`config.mk`:
```
export PLATFORM = sky130hd
export DESIGN_NAME = tfn_sqrt_cell
export DESIGN_NICKNAME = d
export VERILOG_FILES = /design/src/design/tfn_pkg.sv /design/src/design/tfn_sqrt_cell.sv
export SDC_FILE = /design/constraint.sdc
export NUM_CORES = 1
export LEC_CHECK = 0
export ABC_AREA = 0
export BUFFER_PORTS_ARGS = -buffer_cell sky130_fd_sc_hd__buf_2
export CORE_AREA = 2 2 179 181
export DETAILED_ROUTE_END_ITERATION = 8
export DIE_AREA = 0 0 181 183
export SLEW_MARGIN = 20
export SYNTH_ARGS = -nofsm -noshare
export SYNTH_HDL_FRONTEND = slang
export SYNTH_SLANG_ARGS = --single-unit
export TNS_END_PERCENT = 20
```
`constraint.sdc`:
```
create_clock -name clk -period 3.96 [get_ports clk]
set_input_delay 0.594 -clock clk [delete_from_list [all_inputs] [get_ports clk]]
set_output_delay 0.594 -clock clk [all_outputs]
set_load 0.01 [all_outputs]
```
`src/design/tfn_pkg.sv`:
```
// Shared types and constants for the triangle face normal pipeline.
// No dependencies; the cells and the top level take names from here.
package tfn_pkg;

  localparam int NumAxes   = 3;
  localparam int ShiftSteps = 6;
  localparam int SqrtSteps = 32;
  localparam int DivSteps  = 32;

  // Request: three vertices in signed Q16.16
  typedef struct packed {
    logic signed [31:0] vertex_a_x;
    logic signed [31:0] vertex_a_y;
    logic signed [31:0] vertex_a_z;
    logic signed [31:0] vertex_b_x;
    logic signed [31:0] vertex_b_y;
    logic signed [31:0] vertex_b_z;
    logic signed [31:0] vertex_c_x;
    logic signed [31:0] vertex_c_y;
    logic signed [31:0] vertex_c_z;
  } face_t;

  // Result: unit normal in signed Q1.30 plus degenerate flag
  typedef struct packed {
    logic signed [31:0] normal_x;
    logic signed [31:0] normal_y;
    logic signed [31:0] normal_z;
    logic               degenerate;
  } normal_t;

  // Control carried alongside each square root and division stage
  typedef struct packed {
    logic       vld;
    logic       degen;
    logic [2:0] neg;
  } tag_t;

  // One step of the square root chain: two radicand bits per cell
  typedef struct packed {
    tag_t             tag;
    logic [2:0][30:0] m;
    logic [33:0]      rem;
    logic [31:0]      root;
    logic [63:0]      rad;
  } sqrt_stage_t;

  // One step of the division chain: one quotient bit per cell, three lanes
  typedef struct packed {
    tag_t             tag;
    logic [31:0]      len;
    logic [2:0][31:0] rem;
    logic [2:0][31:0] quo;
  } div_stage_t;

endpackage

```
`src/design/tfn_sqrt_cell.sv`:
```
// One cell of the integer square root chain: settles one root bit.
// Depends on tfn_pkg for the stage struct.
module tfn_sqrt_cell (
  input  logic                 clk,
  input  logic                 rst,
  input  logic                 adv,
  input  tfn_pkg::sqrt_stage_t din,
  output tfn_pkg::sqrt_stage_t dout
);

  logic                 vld;
  tfn_pkg::sqrt_stage_t pay;
  tfn_pkg::sqrt_stage_t pay_next;
  logic [35:0]          cur;
  logic [35:0]          trial;
  logic [35:0]          diff;
  logic                 ge;

  // Bring in the next two radicand bits and try the next root bit
  always_comb begin
    cur   = {din.rem, din.rad[63:62]};
    trial = {2'b00, din.root, 2'b01};
    ge    = (cur >= trial);
    diff  = cur - trial;
    pay_next      = din;
    pay_next.rem  = ge ? diff[33:0] : cur[33:0];
    pay_next.root = {din.root[30:0], ge};
    pay_next.rad  = {din.rad[61:0], 2'b00};
  end

  // Clear the valid flag under reset, advance with the pipe
  always_ff @(posedge clk) begin
    if (rst) begin
      vld <= 1'b0;
    end else if (adv) begin
      vld <= din.tag.vld;
    end
  end

  // Advance remainder, root and radicand
  always_ff @(posedge clk) begin
    if (adv) begin
      pay <= pay_next;
    end
  end

  always_comb begin
    dout         = pay;
    dout.tag.vld = vld;
  end

endmodule

```
# Word level (Yosys, flattened, before mapping)
# Cells that the tools add are included.
[totals]
register_bits = 226
[op_classes]
n_addsub = 1
order_cmp = 1
mux = 1
[op_table]
columns = ["operator", "count"]
rows = [
  ["36-bit by 34-bit greater-or-equal comparator with 1-bit output", 1],
  ["34-bit two-way mux", 1],
  ["34-bit subtractor", 1],
]

# Longest topological paths before layout
[depth]
word_depth = 2
mapped_depth = 13
ltp_nobuf = 10

# Worst setup path after synthesis
# Ideal clock, no wire load.
[synth_timing]
path_type = "input port to flip-flop"
startpoint = "input din[91] in the netlist's numbering"
endpoint = "register pay (netlist bit dout[99]), data pin"
setup_time_ns = 0.262
arrival_ns = 2.714
required_time_ns = 3.698
slack_ns = 0.984
path_stages = 10
cell_sequence = "inv_1 ha_1 a21o_1 a21o_1 a21o_1 a311o_1 a211oi_1 o21a_1 buf_4 mux2_1"
[synth_rtl]
columns = ["item", "line", "text"]
rows = [
  ["start, declared", "tfn_sqrt_cell.sv:7", "input tfn_pkg::sqrt_stage_t din,"],
  ["end signal, assigned", "tfn_sqrt_cell.sv:43", "pay <= pay_next;"],
  ["end, declared", "tfn_sqrt_cell.sv:12", "tfn_pkg::sqrt_stage_t pay;"],
]

==> impl_summary.log <==
[metrics] Layout Cell Area excl Fill: 12,800 um2
[metrics] critical setup path kind: input pin to flop
[metrics] Post-synth EDFFs: about 230
[metrics] die area: 33,100 um2
[metrics] row cnt: 65
[metrics] mapped cell area: 9170 um2
[metrics] residual DRC count: 0
[metrics] Post-CTS Setup Bufs: 0
[metrics] mean cell area of the mapped netlist: 15.4 um2
[metrics] max-slew violations: 0
[metrics] Sum Neg Setup Slack: 0 ps
[metrics] final weighted congestion in routability-driven placement: 0.858
[metrics] clock buffers created by TritonCTS: 26
[metrics] data required time of the worst path: 4230 ps
[metrics] CTS root buffer: clkbuf_16
[metrics] total number of nets in the final design: approximately 1,300
[metrics] sum of internal, switching and leakage power: between 6 and 7 mW
[metrics] sequential share of the synthesized area: 73.9%
[metrics] wire length of the first global-routing pass: 43,600 um
[metrics] kind of launch point of the worst setup path: input pin
[metrics] TritonCTS clock tree: built
[metrics] count of cell types in the netlist: 58
[metrics] post-route clock skew: 0 ps
[metrics] initial core utilization: 29.4%
[metrics] sinks on the clock net: about 230
[metrics] latest clock arrival within the worst-skew pair: around 530 ps
[metrics] die outline height: 183 um
[metrics] final number of setup-violating endpoints: 0
[metrics] total number of yosys warnings: 0
[metrics] Synth async-reset ratio: 0%
[metrics] remaining number of nets flagged by the antenna check after routing: 0
[metrics] maximum operating frequency: 0.354 GHz
[metrics] via count of the first global-routing pass: 6,862
[metrics] Overall Global Routing Usage: ~18%
[metrics] clock-pin slew reported for the worst setup and hold paths after clock tree synthesis: around 60 ps
[metrics] Port Buffers: between 400 and 500
[metrics] first-pass iteration count of the detailed router: 7
[metrics] buffers from clock root to sink, at most: 3
[metrics] reg2reg path depth: 2
[metrics] total congestion overflow after global routing: 0
[metrics] Placed Cells incl. Taps: 1,447
[metrics] IO Pins: approximately 460
[metrics] pin count of the biggest net entering global routing: slightly above 100
[metrics] area growth from synthesis to layout: 40.0%
[metrics] count of hold buffers inserted by post-cts repair: 0
[metrics] Vias per Instance: 4.56
[metrics] average routed wire per standard cell: 20.7 um
[metrics] leak pwr: 5.66 nW
[metrics] gate count of the mapped netlist: around 600
[metrics] Resize count post-CTS: 0
[metrics] data arrival time of the worst path: 3100 ps
[metrics] part of the cycle the worst path needs: a little under three quarters
[metrics] total count of hold-check failures in the final report: 0
[metrics] critical path endpoint category: flop
[metrics] count of H-tree levels built during CTS: 1
[metrics] final critical-path required period: 2830 ps
[metrics] tightest slew margin relative to the limit: 46.6%
[metrics] area of placed instances: 12,000 um2
[metrics] MaxCap Viol Count: 0
[metrics] sum of routed wire length over all layers: 31,100 um
[metrics] number of register bits inferred by synthesis: between 200 and 250
[metrics] violation count after the first detailed-route iteration: 451
[metrics] core outline area: 31,200 um2
[metrics] fraction of final layout cells sized beyond drive strength 1: 46.9%
[metrics] worst-path maximum fanout: 24
[metrics] run status: completed
[metrics] predominant post-synthesis flop cell: edfxtp_1
[metrics] fin cells: ~1,500
[metrics] initial antenna violation count: 13
[metrics] Hold Path Class: input pin to flop
[metrics] hpwl dp: between 20,000 and 25,000 um
[metrics] hold slack final: 223 ps
[metrics] number of vias in the routed layout: 6,848
[metrics] RSZ-0062 raised after global routing: false
[metrics] pin slew with the least headroom to its limit: 801 ps
[metrics] horizontal die dimension: 181 um
[metrics] power density of the placed cells: 493 nW/um2
[metrics] Hold Path Cell Cnt: 2
[metrics] IR Drop Worst-Case VDD: 0.337 mV
[per-stage QoR]
step | setup WS (ps) | utilization [%]
after floorplan | 984 | -
after global placement | 645 | 38.3
after detailed placement | 558 | 38.3
after CTS | 1120 | 41.1
after global routing | 947 | 41.1
final | 1130 | 41.1
[worst paths after layout]
path                                   to  slack (ps)    start
worst min-delay path                  vld         220      rst
worst min register to register        vld         510      vld
worst max-delay path            dout[110]        1130  din[71]
worst max register to register        vld        3380      vld
[cells in the mapped netlist, types with 5 or more instances]
library cell,count,area share [%]
a21o_1,21,1.7
a21oi_1,26,1.4
a31oi_1,5,0.34
and2_1,6,0.41
and3_1,9,0.61
buf_2,6,0.33
clkbuf_1,5,0.20
edfxtp_1,225,74
ha_1,34,4.6
inv_1,41,1.7
nand2_1,48,2.0
nand2b_1,6,0.41
nand4_1,7,0.48
nor2_1,15,0.61
nor3_1,8,0.44
o21ai_0,12,0.65
o21ai_1,31,1.7
xnor2_1,12,1.1
xor2_1,16,1.5
[cell type report]
class / instances / area (um2)
Fill cell: 3006 / 18400
Sequential cell: 226 / 6780
Timing Repair Buffer: 464 / 2360
Multi-Input combinational cell: 313 / 2170
Clock buffer: 34 / 702
Tap cell: 402 / 503
Clock inverter: 14 / 158
Inverter: 42 / 158
Antenna cell: 8 / 20.0
[layout by cell type (no fill, tap or decap), types with 9 or more instances in the layout]
master       n
a21o_1      21
nand2_1     48
edfxtp_1   225
o21ai_0     12
nor2_1      15
a21oi_1     26
xnor2_1     12
xor2_1      16
buf_2      455
inv_1       41
o21ai_1     31
clkbuf_16   27
and3_1       9
ha_1        34
[critical path, stage by stage]
cell      delay [ps]
buf_2             90
inv_1             40
ha_1             370
a21o_1           240
o41ai_1          400
o211ai_1         280
a211oi_1         300
o21a_2           340
buf_4            320
o21ai_1          110
[power by group]
group	switching, mW	internal [mW]	total (mW)
Sequential	0.0564	2.89	2.95
Clock	0.982	1.45	2.43
Combinational	0.569	0.392	0.961
[flip-flops by register name, summed over array words and instances (netlist names)]
| name | flops |
|---|---|
| dout | 225 |
| vld | 1 |
[cell families after synthesis]
family	count (synthesis)	share of synthesized area (%)
flip-flops	226	73.9
AO/OA/AOI/OAI	129	9.41
AND/OR/NAND/NOR	113	5.99
buffers and inverters	57	2.58
adder cells (fa/ha/maj)	34	4.64
XOR/XNOR	28	2.67
multiplexers	7	0.805
other	1	0.0409
[layer usage]
layer	vias up	part of all wire [%]	global-route usage (%)
met5	-	0.22	0
met4	10	3.3	6.05
li1	3227	-	-
met2	299	49	30.3
met3	61	9.9	6.67
met1	3251	38	20.5
Note: power is estimated with default switching activity, not from simulation.
