$ cat src/design/tfn_pkg.sv
// Shared types and constants for the triangle face normal pipeline.
// No dependencies; the cells and the top level take names from here.
package tfn_pkg;

  localparam int NumAxes   = 3;
  localparam int ShiftSteps = 6;
  localparam int SqrtSteps = 32;
  localparam int DivSteps  = 32;

  // Request: three vertices in signed Q16.16
  typedef struct packed {
    logic signed [31:0] vertex_a_x;
    logic signed [31:0] vertex_a_y;
    logic signed [31:0] vertex_a_z;
    logic signed [31:0] vertex_b_x;
    logic signed [31:0] vertex_b_y;
    logic signed [31:0] vertex_b_z;
    logic signed [31:0] vertex_c_x;
    logic signed [31:0] vertex_c_y;
    logic signed [31:0] vertex_c_z;
  } face_t;

  // Result: unit normal in signed Q1.30 plus degenerate flag
  typedef struct packed {
    logic signed [31:0] normal_x;
    logic signed [31:0] normal_y;
    logic signed [31:0] normal_z;
    logic               degenerate;
  } normal_t;

  // Control carried alongside each square root and division stage
  typedef struct packed {
    logic       vld;
    logic       degen;
    logic [2:0] neg;
  } tag_t;

  // One step of the square root chain: two radicand bits per cell
  typedef struct packed {
    tag_t             tag;
    logic [2:0][30:0] m;
    logic [33:0]      rem;
    logic [31:0]      root;
    logic [63:0]      rad;
  } sqrt_stage_t;

  // One step of the division chain: one quotient bit per cell, three lanes
  typedef struct packed {
    tag_t             tag;
    logic [31:0]      len;
    logic [2:0][31:0] rem;
    logic [2:0][31:0] quo;
  } div_stage_t;

endpackage

$ cat src/design/tfn_div_cell.sv
// One cell of the restoring division chain: one quotient bit per lane.
// Depends on tfn_pkg for the stage struct.
module tfn_div_cell (
  input  logic                clk,
  input  logic                rst,
  input  logic                adv,
  input  tfn_pkg::div_stage_t din,
  output tfn_pkg::div_stage_t dout
);

  logic                vld;
  tfn_pkg::div_stage_t pay;
  tfn_pkg::div_stage_t pay_next;
  logic [2:0][32:0]    cur;
  logic [2:0][32:0]    diff;
  logic [2:0]          ge;

  // Shift in the next dividend bit and compare against the length
  always_comb begin
    pay_next = din;
    for (int i = 0; i < tfn_pkg::NumAxes; i++) begin
      cur[i]  = {din.rem[i], din.quo[i][31]};
      ge[i]   = (cur[i] >= {1'b0, din.len});
      diff[i] = cur[i] - {1'b0, din.len};
      pay_next.rem[i] = ge[i] ? diff[i][31:0] : cur[i][31:0];
      pay_next.quo[i] = {din.quo[i][30:0], ge[i]};
    end
  end

  // Clear the valid flag under reset, advance with the pipe
  always_ff @(posedge clk) begin
    if (rst) begin
      vld <= 1'b0;
    end else if (adv) begin
      vld <= din.tag.vld;
    end
  end

  // Advance partial remainders and quotients
  always_ff @(posedge clk) begin
    if (adv) begin
      pay <= pay_next;
    end
  end

  always_comb begin
    dout         = pay;
    dout.tag.vld = vld;
  end

endmodule
$ cat config.mk
export PLATFORM = sky130hd
export DESIGN_NAME = tfn_div_cell
export DESIGN_NICKNAME = d
export VERILOG_FILES = /design/src/design/tfn_pkg.sv /design/src/design/tfn_div_cell.sv
export SDC_FILE = /design/constraint.sdc
export NUM_CORES = 1
export LEC_CHECK = 0
export BUFFER_PORTS_ARGS = -buffer_cell sky130_fd_sc_hd__buf_2
export CAP_MARGIN = 15
export CORE_AREA = 4 4 239 241
export DETAILED_ROUTE_END_ITERATION = 12
export DIE_AREA = 0 0 243 245
export PLACE_DENSITY_LB_ADDON = 0.25
export RECOVER_POWER = 50
export SLEW_MARGIN = 25
export SYNTH_ARGS = -nofsm -noshare
export SYNTH_HDL_FRONTEND = slang
export SYNTH_SLANG_ARGS = --single-unit
$ cat constraint.sdc
create_clock -name clk -period 2.5 [get_ports clk]
set_input_delay 0.125 -clock clk [delete_from_list [all_inputs] [get_ports clk]]
set_output_delay 0.125 -clock clk [all_outputs]
set_load 0.01 [all_outputs]
* Word-level counts from Yosys, hierarchy flattened
Cells that the tools add are included.
** Operators by class
- $add $sub $neg :: 3
- $lt $le $gt $ge :: 3
- Multiplexer cells :: 3
** Operators by type and width (number)
- 33-bit by 32-bit >= comparator with 1-bit output :: 3
- 32-bit 2-to-1 mux :: 3
- 32-bit subtractor :: 3
** Storage, ports and cells
- Bits in registers :: 229
- Output and inout port bits :: 229
- Logic and storage cells :: 19

* Longest topological paths before layout
Gate-level depths: netlist of the first run.
- Word-level depth :: 2
- Depth in mapped cells :: 13
- Mapped depth without buffers :: 11

* Worst setup path before layout of the first run
Ideal clock, no wire load.
- Path type :: input to register
- Start point :: input port din[195] in the netlist's numbering
- End point :: register pay, in the netlist dout[170], data pin
- Setup time :: 260 ps
- Arrival time :: 2321 ps
- Path slack :: -81 ps
- Stages on the path :: 11
- Buffers on the path :: 1
- Cell sequence :: inv_1 -> ha_1 -> and3_1 -> o21a_1 -> o31a_1 -> o31a_1 -> a21bo_1 -> o41ai_2 -> inv_2 -> buf_6 -> mux2_4
** RTL lines
- from (decl) :: line tfn_div_cell.sv:7 : input tfn_pkg::div_stage_t din,
- to (signal assigned) :: line tfn_div_cell.sv:42 : pay <= pay_next;
- to (decl) :: line tfn_div_cell.sv:12 : tfn_pkg::div_stage_t pay;

==> impl_metrics.ini, run 1 <==
[worst_setup_path]
crit_required_ns = 2.84
slowest_delay_ns = 0.61
worstSetupStartpointType = input port
critPathMaxFanout = 19
criticalPathCategory = input port to flip-flop
end_kind = flip-flop
cp_cell_sequence = dlygate4sd3_1 > ha_4 > and4_4 > nand2_1 > a2111oi_1 > a31oi_1 > a21bo_2 > o41ai_4 > buf_4 > and2_1 > a31o_2
timing.critical_path.slowest_stage_cell = dlygate4sd3_1
crit_arrival_ns = 2.81

[timing]
post-route-period-util_pct = 98.6
finalHoldViolCount = 0
rsz0062_at_grt = true
worst_pin_slew_ns = 1.82
setup_viol = 0
skew_ns = 0
slew_headroom_pct = -21.3
tns_ns = 0
fin_hold_ws_ns = 0.0645
max_freq_mhz = 405
final.min_clock_period_ns = 2.47
fin_ws_ns = 0.0338
slew_viol_final = 71

[run]
drv_cap = 1

[route]
viasPerCell = 4.57
wirelength_um = 58200
routedWlPerCell_um = 19.2
firstDrtPassIters = 5
via_count = 13800
ant_nets = 0
drt_iter0_drc = 619
route.detailed.drc = 0

[yosys]
synth_seq_cells = 229
dominantRegCellSynth = edfxtp_1
synth_area_per_cell_um2 = 10.6
synthArstFlopShare_pct = 0
netlist_area_um2 = 13600
synth_edf_count = 228
synth_cells = 1289
synth.distinct_cells = 75
syn_nets = 1620
yosys_warnings = 0
seq_area_frac_synth_pct = 50.4

[clock_network]
cts_inserted_buffers = 30
tritoncts = yes
root_buffer = clkbuf_16
clk_path_buf_depth = 3
htree_levels = 1
path_clk_slew_ns = 0.06
clock_sinks = 229
insertion_delay_ns = 0.58

[run_status]
violations = max-capacitance violations, max-slew violations
status = finished, violations left

[layout]
regArea_um2 = 6870
nets = 2619
area_growth_pct = 67.7
fillers = 5384
drive_above_1_share_pct = 38.6
multiInputGateArea_um2 = 6590

[floorplan]
io_pins = 461
start_util_pct = 24.8
fp-row-count = 86
die-area_um2 = 59500
die_y_um = 245
die_x_um = 243
coreArea_um2 = 54900

[placement]
gp_congestion = 0.868
dpl_worst_slack_ns = -0.536
dp_hpwl_um = 46100
portBuffers = 460

[grt]
grt_pass1_vias = 14200
grt_max_degree = 71
grt_overflow = 0
grt_usage_pct = 18.4
antenna_found_initial = 15
grt_pass1_wl_um = 85000

[hold_path]
hold_path.class = input port to flip-flop

[pwr]
power_density_nw_per_um2 = 584
leakage_nw = 10.2
worst_ir_drop_vdd_mv = 0.532
==> cell usage in the layout, fill, tap and decap left out, drive strengths merged, types with 31 or more instances in the layout <==
| master | n |
|---|---|
| a21o | 44 |
| a21oi | 126 |
| buf | 767 |
| clkbuf | 66 |
| dlygate4sd3 | 222 |
| edfxtp | 228 |
| ha | 96 |
| inv | 68 |
| nand2 | 106 |
| nor2 | 109 |
| o21ai | 99 |
| xnor2 | 39 |
| xor2 | 31 |
==> cell type report <==
type | count | share of cell area [%]
Antenna cell | 9 | 0.0985
Clock buffer | 37 | 3.40
Clock inverter | 17 | 0.886
Inverter | 67 | 1.12
Multi-Input combinational cell | 941 | 28.8
Sequential cell | 229 | 30.0
Tap cell | 704 | 3.85
Timing Repair Buffer | 1019 | 31.8
==> stage by stage <==
stage               instances  instance area, um^2  utilization, %  power (mW)
floorplan                1289                13700               -        6.79
global route             3019                22900            41.6        14.1
global placement         2732                19400            35.3        8.76
detailed placement       2732                19400            35.3        8.77
CTS                      3009                22600            41.1        13.4
finish                   3023                22900            41.7        13.3
==> path summary, 6_finish.rpt <==
check | start | endpoint | slack [ns] | depth (start not counted)
worst max-delay path | din[185] | dout[188]$_DFFE_PP_ | 0.03 | 11
worst min register to register | vld$_SDFFE_PP0P_ | vld$_SDFFE_PP0P_ | 1.07 | 3
worst min-delay path | din[174] | dout[175]$_DFFE_PP_ | 0.06 | 3
worst max register to register | vld$_SDFFE_PP0P_ | vld$_SDFFE_PP0P_ | 1.35 | 3
==> layer usage <==
layer	global-route usage, %	part of all wire (%)
met1	22.1	42
met2	32.1	48
met3	5.35	6.9
met4	5.70	2.7
met5	0	0.14
==> state kept, by name (all words and copies together), names as in the netlist <==
signal  cells
vld         1
dout      228
==> cell families after synthesis <==
family	count (synthesis)	share of synthesized area, %
compound gates	405	18.9
simple gates	350	11.9
flops	229	50.4
buf+inv	119	3.66
fa+ha+maj	99	9.25
xor+xnor	70	4.50
mux	17	1.50
==> what timing repair did <==
| item | in CTS | in global routing |
|---|---|---|
| endpoints found under the setup margin | 0 | 77 |
| resized for setup | 0 | 56 |
| hold buffers | 223 | 0 |
| hold endpoints to repair | 222 | 0 |
| buffers inserted | 0 | 7 |
==> power breakdown <==
| part | switching (mW) | total, mW | leakage [nW] | internal, mW |
|---|---|---|---|---|
| registers | 0.130 | 4.91 | 2.24 | 4.78 |
| clock network | 1.74 | 4.26 | 0.462 | 2.53 |
| logic | 2.13 | 4.17 | 7.47 | 2.03 |
==> worst max-delay path, delay by kind of cell <==
| kind | cells | cell delay, ns |
|---|---|---|
| buffers and inverters | 2 | 0.84 |
| AOI/OAI and AO/OA | 5 | 1.04 |
| adders and majority gates | 1 | 0.32 |
| and+or+nand+nor | 3 | 0.48 |
==> Yosys cell counts, types with 4 or more instances <==
| master | number | area [um^2] |
|---|---|---|
| o31a_1 | 8 | 70.1 |
| clkbuf_1 | 30 | 113 |
| a21oi_1 | 126 | 631 |
| a21o_1 | 44 | 330 |
| o21ai_0 | 97 | 485 |
| mux2i_1 | 4 | 40.0 |
| and3_1 | 10 | 62.6 |
| nand3b_1 | 4 | 30.0 |
| inv_1 | 66 | 248 |
| xor2_1 | 31 | 272 |
| nor2b_1 | 13 | 81.3 |
| mux2_4 | 5 | 75.1 |
| nand3_1 | 22 | 110 |
| buf_2 | 15 | 75.1 |
| nand4_1 | 23 | 144 |
| a21boi_0 | 5 | 37.5 |
| or3_1 | 5 | 31.3 |
| o21bai_1 | 13 | 97.6 |
| nand2_1 | 106 | 398 |
| ha_1 | 96 | 1200 |
| o21a_1 | 17 | 128 |
| nor3_1 | 20 | 100 |
| o31ai_1 | 11 | 82.6 |
| nor4_1 | 6 | 37.5 |
| a211oi_1 | 6 | 45.0 |
| edfxtp_1 | 228 | 6850 |
| o211ai_1 | 5 | 37.5 |
| a41oi_1 | 7 | 61.3 |
| or2_2 | 6 | 37.5 |
| xnor2_1 | 39 | 342 |
| nor2_1 | 109 | 409 |
| and2_1 | 6 | 37.5 |
| nand2b_1 | 12 | 75.1 |
| mux2_2 | 8 | 90.1 |
| a31oi_1 | 17 | 106 |
(Power assumes the default switching activity.)
==> inputs of run 2 (changes only) <==
Settings changed: CELL_PAD_IN_SITES_DETAIL_PLACEMENT set to 0, CELL_PAD_IN_SITES_GLOBAL_PLACEMENT set to 2.
==> run 2 against run 1 <==
  * The run now ends clean
  * Via count shrank 0.32%
  * Critical path depth grew 1
  * Cell area grew 0.88%
  * Clock-buffer cell count shrank 7
  * Global-route usage grew 0.075 points
  * Power grew 1.6%
  * Hold slack gained 0.012 ns
  * Critical path type unchanged
  * Critical endpoint is now dout[180]$_DFFE_PP_
==> impl_metrics.ini, run 2 (same netlist as run 1, synthesis figures left out) <==
[grt]
grt_pass1_vias = 14000
grt_overflow = 0
grt_usage_pct = 18.5
antenna_found_initial = 12
grt_pass1_wl_um = 85300
grt_max_degree = 55

[clock_network]
path_clk_slew_ns = 0.06
clock_sinks = 229
cts_inserted_buffers = 29
root_buffer = clkbuf_16
htree_levels = 1
clk_path_buf_depth = 3
insertion_delay_ns = 0.57
tritoncts = yes

[worst_setup_path]
crit_arrival_ns = 2.81
end_kind = flip-flop
crit_required_ns = 2.82
critPathMaxFanout = 7
worstSetupStartpointType = input port
criticalPathCategory = input port to flip-flop

[pwr]
worst_ir_drop_vdd_mv = 0.433
power_density_nw_per_um2 = 588
leakage_nw = 10.3
total_power_mw = 13.6

[timing]
skew_ns = 0
fin_hold_ws_ns = 0.0768
tns_ns = 0
fin_ws_ns = 0.0133
finalHoldViolCount = 0
worst_pin_slew_ns = 0.516
rsz0062_at_grt = true
slew_headroom_pct = 65.6
post-route-period-util_pct = 99.5
final.min_clock_period_ns = 2.49
slew_viol_final = 0
max_freq_mhz = 402
setup_viol = 0

[floorplan]
coreArea_um2 = 54900
fp-row-count = 86
die_x_um = 243
die_y_um = 245
die-area_um2 = 59500
start_util_pct = 24.8
io_pins = 461

[layout]
largest_reg_flops = 228
nets = 2628
final_common_cell = buf_2
drive_above_1_share_pct = 40.2
area_growth_pct = 69.1
final_core_util_pct = 42.0
final_cell_count_no_fill = 3027
finalInstanceArea_um2 = 23100
fillers = 5431
final_cell_mix = 449 x buf_2, 327 x buf_4, 228 x edfxtp_1

[placement]
dp_hpwl_um = 46400
dp.cells = 2734
gp_congestion = 0.915
portBuffers = 460
dpl_worst_slack_ns = -0.585
dpl_cell_area_um2 = 19400

[route]
routedWlPerCell_um = 19.6
viasPerCell = 4.55
drt_iter0_drc = 704
ant_nets = 0
wirelength_um = 59300
firstDrtPassIters = 6
route.detailed.drc = 0
via_count = 13800

[run_status]
status = complete, no violations

[run]
drv_cap = 0

[hold_path]
hold_path.class = input port to flip-flop
## run 2: cell count changes in the layout (fill, tap and decap cells not counted), sizes merged
cell and delta:
buf +28, clkbuf -25, clkinv +5, diode -5, bufinv +2, clkinvlp -2
inv +1
## run 2: worst max-delay path: stages
cell and delay (ns):
buf_2 0.13, inv_2 0.12, ha_4 0.22, nor2b_4 0.13, o21a_1 0.17, o31a_1 0.33, o31a_1 0.35, a21bo_2 0.26
o41ai_4 0.35, inv_2 0.15, buf_12 0.18, mux2_4 0.30
## run 2: timing repair
item                                    CTS  global route
endpoints found under the hold margin   222             0
hold buffers                            223             0
pin swaps                                 0            15
endpoints found under the setup margin    1            52
gates cloned                              0             5
gates resized for setup                   1            62
setup buffers                             0            11
## run 2: power breakdown
| part | total [mW] | internal, mW | switching (mW) | leakage [nW] |
|---|---|---|---|---|
| clock network | 4.41 | 2.65 | 1.76 | 0.491 |
| registers | 4.92 | 4.78 | 0.141 | 2.24 |
| logic | 4.23 | 2.08 | 2.15 | 7.58 |
| total | 13.6 | 9.51 | 4.06 | 10.3 |
## run 2: worst paths after layout
check                        start  slack, ns  cells after the start             endpoint
setup / recovery          din[193]       0.01                     12  dout[180]$_DFFE_PP_
hold / removal            din[173]       0.08                      4  dout[174]$_DFFE_PP_
hold reg to reg   vld$_SDFFE_PP0P_       1.02                      3     vld$_SDFFE_PP0P_
setup reg to reg  vld$_SDFFE_PP0P_       1.38                      3     vld$_SDFFE_PP0P_
## run 2: final cells by class
| type | instances | area (um^2) | area share [%] |
|---|---|---|---|
| Tap cell | 704 | 881 | 3.82 |
| Antenna cell | 4 | 10.0 | 0.0434 |
| Clock inverter | 23 | 268 | 1.16 |
| Sequential cell | 229 | 6870 | 29.8 |
| Inverter | 67 | 259 | 1.12 |
| Multi-Input combinational cell | 941 | 6620 | 28.7 |
| Clock buffer | 30 | 729 | 3.16 |
| Timing Repair Buffer | 1029 | 7440 | 32.2 |
## run 2: metal layers
layer	GRT usage (%)	vias to the layer above	part of all wire [%]
met5	0	-	0.17
met3	3.45	61	5.1
li1	-	6864	-
met1	22.3	6460	42
met2	34.4	369	50
met4	3.94	14	1.8
